`config.mk`:
```
export PLATFORM = sky130hd
export DESIGN_NAME = first_free_slot_buffer
export DESIGN_NICKNAME = d
export VERILOG_FILES = /design/src/hdl/fffs_pkg.sv /design/src/hdl/fffs_slot_mem.sv /design/src/hdl/fffs_occ.sv /design/src/hdl/first_free_slot_buffer.sv
export SDC_FILE = /design/constraint.sdc
export NUM_CORES = 1
export LEC_CHECK = 0
export ABC_AREA = 0
export BUFFER_PORTS_ARGS = -buffer_cell sky130_fd_sc_hd__buf_2
export CAP_MARGIN = 20
export CELL_PAD_IN_SITES_DETAIL_PLACEMENT = 1
export CELL_PAD_IN_SITES_GLOBAL_PLACEMENT = 2
export CORE_MARGIN = 3
export CORE_UTILIZATION = 40
export CTS_BUF_LIST = sky130_fd_sc_hd__clkbuf_8
export DETAILED_ROUTE_END_ITERATION = 6
export GPL_TIMING_DRIVEN = 0
export PLACE_DENSITY = 0.72
export SLEW_MARGIN = 10
export SYNTH_ARGS = -nofsm -noshare
export SYNTH_HDL_FRONTEND = slang
export SYNTH_HIERARCHICAL = 1
export SYNTH_SLANG_ARGS = --single-unit
```
`constraint.sdc`:
```
create_clock -name clk -period 5.2 [get_ports clk]
set_input_delay 1.04 -clock clk [delete_from_list [all_inputs] [get_ports clk]]
set_output_delay 1.04 -clock clk [all_outputs]
set_load 0.01 [all_outputs]
```
`src/hdl/fffs_pkg.sv`:
```
`default_nettype none
package fffs_pkg;

	localparam int SLOTS_DEF = 16;
	localparam int VAL_W     = 24;
	localparam int SLOT_IDX_W = 4;
	localparam int STAT_W    = 2;

	// occupancy is searched one chunk of slots per cycle
	localparam int CHUNK     = 16;
	localparam int OFF_W     = 4;

	localparam logic REQ_INSERT = 1'b0;
	localparam logic REQ_REMOVE = 1'b1;

	localparam logic [STAT_W-1:0] ST_DONE  = 2'd0;
	localparam logic [STAT_W-1:0] ST_FULL  = 2'd1;
	localparam logic [STAT_W-1:0] ST_EMPTY = 2'd2;

	// occupancy update from the controller
	typedef struct packed {
		logic en;
		logic occupied;
	} occ_upd_t;

	// search result for the current chunk
	typedef struct packed {
		logic             found;
		logic [OFF_W-1:0] offset;
	} occ_hit_t;

endpackage
`default_nettype wire

```
`src/hdl/fffs_slot_mem.sv`:
```
`default_nettype none
module fffs_slot_mem import fffs_pkg::*; #(
	parameter int SLOTS = SLOTS_DEF,
	parameter int IDX_W = 4
) (
	input  wire logic             clk,
	input  wire logic             we,
	input  wire logic [IDX_W-1:0] waddr,
	input  wire logic [VAL_W-1:0] wdata,
	input  wire logic [IDX_W-1:0] raddr,
	output logic      [VAL_W-1:0] rdata
);

	logic [VAL_W-1:0] mem [SLOTS];

	always_ff @(posedge clk) begin
		if (we) begin
			mem[waddr] <= wdata;
		end
	end

	always_ff @(posedge clk) begin
		rdata <= mem[raddr];
	end

endmodule
`default_nettype wire

```
`src/hdl/fffs_occ.sv`:
```
`default_nettype none
module fffs_occ import fffs_pkg::*; #(
	parameter int SLOTS  = SLOTS_DEF,
	parameter int IDX_W  = 4,
	parameter int CHUNKS = 1,
	parameter int CW     = 1
) (
	input  wire logic             clk,
	input  wire logic             arst_n,
	input  wire logic [CW-1:0]    chunk,
	input  wire logic             want_full,
	input  wire occ_upd_t         upd,
	input  wire logic [IDX_W-1:0] upd_idx,
	output occ_hit_t              hit
);

	localparam int PAD = CHUNKS * CHUNK;

	logic [SLOTS-1:0] occ_q;
	logic [PAD-1:0]   occ_pad;
	logic [PAD-1:0]   valid_pad;
	logic [PAD-1:0]   match;
	logic [CHUNK-1:0] sel;

	always_ff @(posedge clk or negedge arst_n) begin
		if (!arst_n) begin
			occ_q <= '0;
		end else if (upd.en) begin
			occ_q[upd_idx] <= upd.occupied;
		end
	end

	// slots past the end never match
	assign occ_pad   = PAD'(occ_q);
	assign valid_pad = PAD'({SLOTS{1'b1}});
	assign match     = valid_pad & (want_full ? occ_pad : ~occ_pad);
	assign sel       = match[chunk*CHUNK +: CHUNK];

	// lowest matching slot in the chunk
	always_comb begin
		hit = '0;
		for (int i = CHUNK - 1; i >= 0; i--) begin
			if (sel[i]) begin
				hit.found  = 1'b1;
				hit.offset = OFF_W'(i);
			end
		end
	end

endmodule
`default_nettype wire

```
`src/hdl/first_free_slot_buffer.sv`:
```
// First-free slot buffer. Requests are taken with start while busy is low:
// an insert puts item_value in the lowest empty slot, a remove takes the value
// from the lowest occupied slot and empties it. A zero value marks a slot as
// empty, so inserting zero reports done but leaves the slot free. Every
// request gives exactly one result, shown for a single cycle with done high;
// there is no backpressure, so the receiver must take it in that cycle.
// The values live in a one-port-read synchronous memory, and a flop per slot
// records occupancy. That occupancy is searched 16 slots per cycle; an
// insert or a failed request keeps busy high while its chunks are scanned,
// and a remove then passes through S_READ for the memory read; done follows the last
// busy cycle, and busy is already low while done is high, so the next start
// can be taken at the edge that ends the done cycle.
`default_nettype none
module first_free_slot_buffer import fffs_pkg::*; #(
	parameter int SLOTS = SLOTS_DEF
) (
	input  wire logic                  clk,
	input  wire logic                  arst_n,
	input  wire logic                  start,
	output logic                       busy,
	input  wire logic                  req_type,
	input  wire logic [VAL_W-1:0]      item_value,
	output logic                       done,
	output logic [STAT_W-1:0]          status,
	output logic [SLOT_IDX_W-1:0]      slot_index,
	output logic [VAL_W-1:0]           removed_value
);

	localparam int IDX_W  = (SLOTS > 1) ? $clog2(SLOTS) : 1;
	localparam int CHUNKS = (SLOTS + CHUNK - 1) / CHUNK;
	localparam int CW     = (CHUNKS > 1) ? $clog2(CHUNKS) : 1;
	localparam int POS_W  = CW + OFF_W;

	typedef enum logic [2:0] {
		S_IDLE = 3'b001,
		S_SCAN = 3'b010,
		S_READ = 3'b100
	} state_t;

	state_t state_q;

	// latched request
	logic             req_q;
	logic [VAL_W-1:0] val_q;
	logic [CW-1:0]    chunk_q;

	// result registers
	logic                  done_q;
	logic [STAT_W-1:0]     status_q;
	logic [SLOT_IDX_W-1:0] index_q;
	logic [VAL_W-1:0]      removed_q;

	occ_hit_t         hit;
	occ_upd_t         upd;
	logic [POS_W-1:0] pos;
	logic [IDX_W-1:0] pos_idx;
	logic             last_chunk;
	logic             mem_we;
	logic [VAL_W-1:0] rdata;

	assign pos        = {chunk_q, hit.offset};
	assign pos_idx    = pos[IDX_W-1:0];
	assign last_chunk = (chunk_q == CW'(CHUNKS - 1));

	// an insert looks for an empty slot, a remove for an occupied one
	fffs_occ #(
		.SLOTS  (SLOTS),
		.IDX_W  (IDX_W),
		.CHUNKS (CHUNKS),
		.CW     (CW)
	) u_occ (
		.clk       (clk),
		.arst_n    (arst_n),
		.chunk     (chunk_q),
		.want_full (req_q == REQ_REMOVE),
		.upd       (upd),
		.upd_idx   (pos_idx),
		.hit       (hit)
	);

	// occupancy changes on a hit: insert marks the slot by its value,
	// remove frees it
	always_comb begin
		upd          = '0;
		upd.en       = (state_q == S_SCAN) && hit.found;
		upd.occupied = (req_q == REQ_INSERT) && (val_q != '0);
	end

	assign mem_we = (state_q == S_SCAN) && hit.found && (req_q == REQ_INSERT);

	// the read address follows the search; on a remove hit the data is
	// back in the next cycle. a write and a read of the same slot never
	// overlap since a new request is only taken from idle
	fffs_slot_mem #(
		.SLOTS (SLOTS),
		.IDX_W (IDX_W)
	) u_mem (
		.clk   (clk),
		.we    (mem_we),
		.waddr (pos_idx),
		.wdata (val_q),
		.raddr (pos_idx),
		.rdata (rdata)
	);

	// control
	always_ff @(posedge clk or negedge arst_n) begin
		if (!arst_n) begin
			state_q <= S_IDLE;
			chunk_q <= '0;
			done_q  <= 1'b0;
		end else begin
			done_q <= 1'b0;
			unique case (state_q)
				S_IDLE: begin
					if (start) begin
						state_q <= S_SCAN;
						chunk_q <= '0;
					end
				end
				S_SCAN: begin
					if (hit.found) begin
						if (req_q == REQ_REMOVE) begin
							state_q <= S_READ;
						end else begin
							state_q <= S_IDLE;
							done_q  <= 1'b1;
						end
					end else if (last_chunk) begin
						// no slot found: full or empty
						state_q <= S_IDLE;
						done_q  <= 1'b1;
					end else begin
						chunk_q <= chunk_q + CW'(1);
					end
				end
				S_READ: begin
					state_q <= S_IDLE;
					done_q  <= 1'b1;
				end
				default: begin
					state_q <= S_IDLE;
				end
			endcase
		end
	end

	// request capture and result payload
	always_ff @(posedge clk) begin
		if ((state_q == S_IDLE) && start) begin
			req_q <= req_type;
			val_q <= item_value;
		end
		if (state_q == S_SCAN) begin
			if (hit.found) begin
				status_q  <= ST_DONE;
				index_q   <= pos[SLOT_IDX_W-1:0];
				removed_q <= '0;
			end else if (last_chunk) begin
				status_q  <= (req_q == REQ_REMOVE) ? ST_EMPTY : ST_FULL;
				index_q   <= '0;
				removed_q <= '0;
			end
		end
		if (state_q == S_READ) begin
			removed_q <= rdata;
		end
	end

	assign busy          = (state_q != S_IDLE);
	assign done          = done_q;
	assign status        = status_q;
	assign slot_index    = index_q;
	assign removed_value = removed_q;

endmodule
`default_nettype wire
```
# ---- Word level (Yosys, flattened, before mapping)
# Memories as Yosys holds them, arrays and structs flattened. A register that Yosys moved wholly into a read port is not among the register bits.
# Index checks and enable logic that the tools add are counted.
dict set report totals {
  regBits 76
  ramBits 384
  word_cells 80
  mem_count 1
}
# name words width read_ports rd_ports_with_merged_regs write_ports line_no
set memory_table {}
lappend memory_table {u_mem.mem 16 24 1 1 1 fffs_slot_mem.sv:14} ;# logic [VAL_W-1:0] mem [SLOTS];
dict set report op_classes {
  addsub 1
  magnitude_cmp 2
  n_eq_ne 9
  n_shift 1
  muxes 43
  n_bitwise 2
  n_reduce_logical 12
}
# cell n
set ops {}
lappend ops {{two-way mux 24 bit} 4}
lappend ops {{two-way mux 5 bit} 16}
lappend ops {{nonzero test 24 bit} 1}
lappend ops {{bitwise mux 16 bit} 1}
lappend ops {{two-way mux 16 bit} 1}
lappend ops {{inverter 16 bit} 1}
lappend ops {{variable part select 16 x 6 -> 16 bit} 1}
lappend ops {{two-way mux 3 bit} 4}
lappend ops {{two-way mux 1 bit} 9}
lappend ops {{two-way mux 4 bit} 2}
lappend ops {{inequality test 3 x 1 -> 1 bit, second input constant} 2}
lappend ops {{one-hot mux 3 bit (2 select lines)} 1}
lappend ops {{AND reduction 2 bit} 3}
lappend ops {{logical AND 1 bit} 5}
lappend ops {{< comparator 4 x 5 -> 1 bit, second input constant} 1}
lappend ops {{demux 1 bit (select 4 bit)} 1}
lappend ops {{greater-or-equal comparator 4 x 1 -> 1 bit, second input constant} 1}
lappend ops {{two-way mux 2 bit} 2}
lappend ops {{inequality test 2 bit, second input constant} 2}
lappend ops {{one-hot mux 1 bit (2 select lines)} 2}
lappend ops {{nonzero test 2 bit} 2}
lappend ops {{equality test 3 x 1 -> 1 bit, second input constant} 1}
lappend ops {{equality test 3 x 2 -> 1 bit, second input constant} 1}
lappend ops {{equality test 3 bit, second input constant} 1}
lappend ops {{5 further kinds} 5}

# ---- Longest topological paths before layout
dict set report depth {
  ltp_word 24
  depth_mapped 11
}

# ---- By module
# The synthesis kept the hierarchy.
# module n_inst cells_per_inst area_each_um2 seq_area_each_um2
set modules_own_cells {}
lappend modules_own_cells {fffs_slot_mem 1 636 14930.6 12011.5}
lappend modules_own_cells {first_free_slot_buffer 1 113 2115.8 1752.9}
lappend modules_own_cells {fffs_occ 1 131 1112.3 400.4}

# ---- Worst setup path after synthesis
# Ideal clock, no wire load.
dict set report synth_path {
  path_type {register to register}
  start {reg req_q}
  end {mem u_mem.mem[0][0], enable pin}
  arrival_ns 3.904
  path_slack_ns 0.861
  path_stages_with_launch 10
  period_less_slack_ns 4.339
  cell_sequence {edfxtp_1 > nand2b_1 > nor4_1 > or3_1 > nor2b_4 > nand2_1 > and2_1 > and2b_1 > or3b_2 > nor3_1}
}
# element line_no
set synth_lines {}
lappend synth_lines {{start, declared} first_free_slot_buffer.sv:43} ;# logic req_q;
lappend synth_lines {{start signal, assigned} first_free_slot_buffer.sv:151} ;# req_q <= req_type;
lappend synth_lines {{end, declared} fffs_slot_mem.sv:14}

==> results.sh <==
export IMPL_cts_setup_buffers=0
export IMPL_slew_headroom_pct=33.91
export IMPL_arrival_ps=4750
export IMPL_grt_pass1_vias=9880
export IMPL_cts_repair_resized=0
export IMPL_reg2regPathDepth=10
export IMPL_pwr_share_clk_pct=34.4
export IMPL_combPwrFrac_pct=14.7
export IMPL_switching_power_mw=2.393
export IMPL_internal_power_mw=6.750
export IMPL_diodes=0
export IMPL_cts_root_buf="clkbuf_8"
export IMPL_die_y_um=219.1
export IMPL_cap_violations=0
export IMPL_clock_skew_final_ps=31.14
export IMPL_regToRegEndpoint="u_mem/mem[4][8]$_DFFE_PP_"
export IMPL_ir_drop_mv=0.1745
export IMPL_rows=77
export IMPL_timing_final_hold_violations=0
export IMPL_dpl_hpwl_mm=27.39
export IMPL_powerDensity_nw_per_um2=429.1
export IMPL_final_area_um2=21310
export IMPL_grt_pass1_wl_mm=63.48
export IMPL_synth_xor_area_share_pct=0
export IMPL_fmax_mhz=226.0
export IMPL_routed_wl_mm=42.32
export IMPL_worst_pin_slew_ps=987.8
export IMPL_pin_count=60
export IMPL_cts_buffers=80
export IMPL_placedCellCount=1564
export IMPL_worstSkewPairLatency_ps=640
export IMPL_numClockSinks=483
export IMPL_clkTransAtPathRegs_ps=60
export IMPL_track_usage_pct=18.18
export IMPL_cp_common_cell="buf_6"
export IMPL_cts_path_max_buffers=3
export IMPL_die_area_um2=47990
export IMPL_yosys_register_bits=483
export IMPL_syn_area_um2=18160
export IMPL_path_cells="nand3b_1, nor2_1, a211oi_1, a21oi_1, nor2_1, nand3b_1, nor3_2, buf_6, buf_6, buf_6"
export IMPL_rr_startpoint="req_q$_DFFE_PP_"
export IMPL_rrSetupSlack_ps=770
export IMPL_synth_cells=880
export IMPL_cp_slowest_cell="edfxtp_1"
export IMPL_worstPathRequired_ps=5520
export IMPL_place_gp_congestion=0.7204
export IMPL_drv_slew=0
export IMPL_critPathKind="flop to flop"
export IMPL_cp_slowest_stage_delay_ps=770
export IMPL_fin_crit_ps=4426
export IMPL_wl_per_cell_um=24.75
export IMPL_antenna_found_initial=1
export IMPL_final_setup_tns_ps=0
export IMPL_start_util_pct=40.80
export IMPL_grt_max_degree=25
export IMPL_swShare_pct=26.17
export IMPL_area_delta_synth_final_pct=17.33
export IMPL_vias_per_cell=5.327
export IMPL_cts_htree_levels=3
export IMPL_yosysSeqAreaShare_pct=78.01
export IMPL_nNetsFinal=1082
export IMPL_synth_avg_cell_area_um2=20.63
export IMPL_cts_tree="done"
export IMPL_synth_compound_area_share_pct=3.032
export IMPL_vias=9109
export IMPL_leakage_nw=7.021
export IMPL_status="completed"
export IMPL_drt_iter0_drc=811
export IMPL_synth_ff_type="edfxtp_1"
export IMPL_async_flop_share_pct=4.141
export IMPL_p_seq_share_pct=50.9
export IMPL_drive_above_1_share_pct=30.05
export IMPL_rsz0062_at_grt="no"
export IMPL_firstDrtPassIters=4
export IMPL_synth_cell_types=48
export IMPL_synth_warnings=6
export IMPL_placed_area_um2=19780
export IMPL_path_max_fanout=14
export IMPL_die_x_um=219.1
export IMPL_worstSetupStartpointType="flop"
export IMPL_end_kind="flop"
export IMPL_cts_hold_buf=0
export IMPL_drc=0
export IMPL_synth_fa_ha_area_share_pct=0
export IMPL_ant_nets=0
export IMPL_synth_top_family_by_area="multiplexers"
export IMPL_synthSimpleGateAreaFrac_pct=4.982
export IMPL_total_power_mw=9.143
export IMPL_grt_overflow=0
export IMPL_numPortBuffers=59
export IMPL_stdcell_count=1710
export IMPL_synth_mux_area_share_pct=12.77
export IMPL_synth_edff_count=439
export IMPL_setup_viol=0
export IMPL_min_period_over_period_pct=85.11
export IMPL_hp_class="input port to asynchronous set/reset pin"
export IMPL_fillerInstances=4184
export IMPL_core_area_um2=44510
[cells in the mapped netlist (all sizes together) (9+ instances only)]
library cell    n  area share (%)
mux2           13            0.81
nand2          44            0.91
dfxtp          24             2.6
edfxtp        439              73
and2           30             1.0
nor3            9            0.30
nor4            9            0.31
buf            18            0.74
clkbuf         19            0.39
a22oi          48             2.0
nor2           41            0.85
mux4           96              12
o21ai           9            0.25
dfrtp          19             2.6
[sequential cells by signal (all words and copies together) (netlist names)]
register and flops:
u_mem/mem 384, removed_value 24, u_mem/rdata 24, val_q 24, u_occ/occ_pad 16, slot_index 4
state_q 3, status 2, done 1, req_q 1
[area by class of cell]
cell class	count	area [um2]	area share (%)
Tap cell	592	740.7	3.477
Buffer	37	205.2	0.9631
Clock inverter	55	272.8	1.280
Sequential cell	483	14160	66.48
Clock buffer	91	1252	5.879
Inverter	3	11.26	0.05285
Timing Repair Buffer	85	732.0	3.436
Multi-Input combinational cell	364	3926	18.43
[stage by stage]
step / worst slack (ps) / util, % / hold WS (ps)
CTS: 668.4 / 47.87 / 330.2
floorplan: 861.2 / - / 482.2
global placement: -1781 / 43.18 / 488.4
finish: 774.5 / 47.87 / 369.0
global route: 400.5 / 47.87 / 362.3
detailed placement: 693.0 / 44.44 / 492.2
[logic make-up after synthesis]
logic type,after synthesis
muxes,110
and+or+nand+nor,169
AOI/OAI and AO/OA,77
buffers and inverters,40
DFF,483
other,1
[per-layer routing]
layer | vias to the layer above | track usage [%] | wire length (um)
li1 | 3961 | - | -
met1 | 4825 | 24.02 | 17760
met2 | 259 | 30.36 | 21300
met3 | 64 | 3.891 | 2411
met4 | 0 | 5.703 | 853
met5 | - | 0 | 0
[worst max-delay path by stage]
| stage | from | end | slack, ps | cells past startpoint |
|---|---|---|---|---|
| final | req_q$_DFFE_PP_ | u_mem/mem[4][8]$_DFFE_PP_ | 770 | 10 |
| after global routing | req_q$_DFFE_PP_ | u_mem/mem[4][8]$_DFFE_PP_ | 400 | 10 |
| after CTS | req_q$_DFFE_PP_ | u_mem/mem[4][8]$_DFFE_PP_ | 670 | 10 |
| after detailed placement | req_q$_DFFE_PP_ | u_mem/mem[4][5]$_DFFE_PP_ | 690 | 10 |
| after global placement | req_q$_DFFE_PP_ | u_mem/mem[0][11]$_DFFE_PP_ | -1780 | 10 |
| after floorplan | req_q$_DFFE_PP_ | u_mem/mem[0][0]$_DFFE_PP_ | 860 | 9 |
[critical path, delay by kind of cell (launching register included)]
family                 cells  cell delay, ps
AND/OR/NAND/NOR            5            2280
flip-flops                 1             770
buffers and inverters      3             550
AO/OA/AOI/OAI              2             510
[cell usage in the layout (no fill, tap or decap), types with 13 or more instances in the layout]
cell | netlist | layout
edfxtp_1 | 439 | 439
mux4_2 | 96 | 96
clkbuf_8 | 0 | 91
buf_2 | 11 | 70
a22oi_1 | 48 | 48
nand2_1 | 44 | 44
inv_1 | 3 | 31
and2_1 | 30 | 30
nor2_1 | 41 | 29
dfxtp_1 | 24 | 24
dfrtp_1 | 19 | 19
clkbuf_1 | 19 | 19
buf_6 | 7 | 14
clkinv_1 | 0 | 13
[power by group through the flow]
| stage | logic [mW] | clock network, mW | registers, mW |
|---|---|---|---|
| floorplan | 0.941 | 0 | 4.67 |
| global placement | 1.32 | 0 | 4.73 |
| detailed placement | 1.37 | 0 | 4.74 |
| CTS | 1.38 | 3.24 | 4.66 |
| global route | 1.47 | 3.43 | 4.69 |
| finish | 1.34 | 3.15 | 4.65 |
No activity file was read; power rests on OpenSTA's default activity.
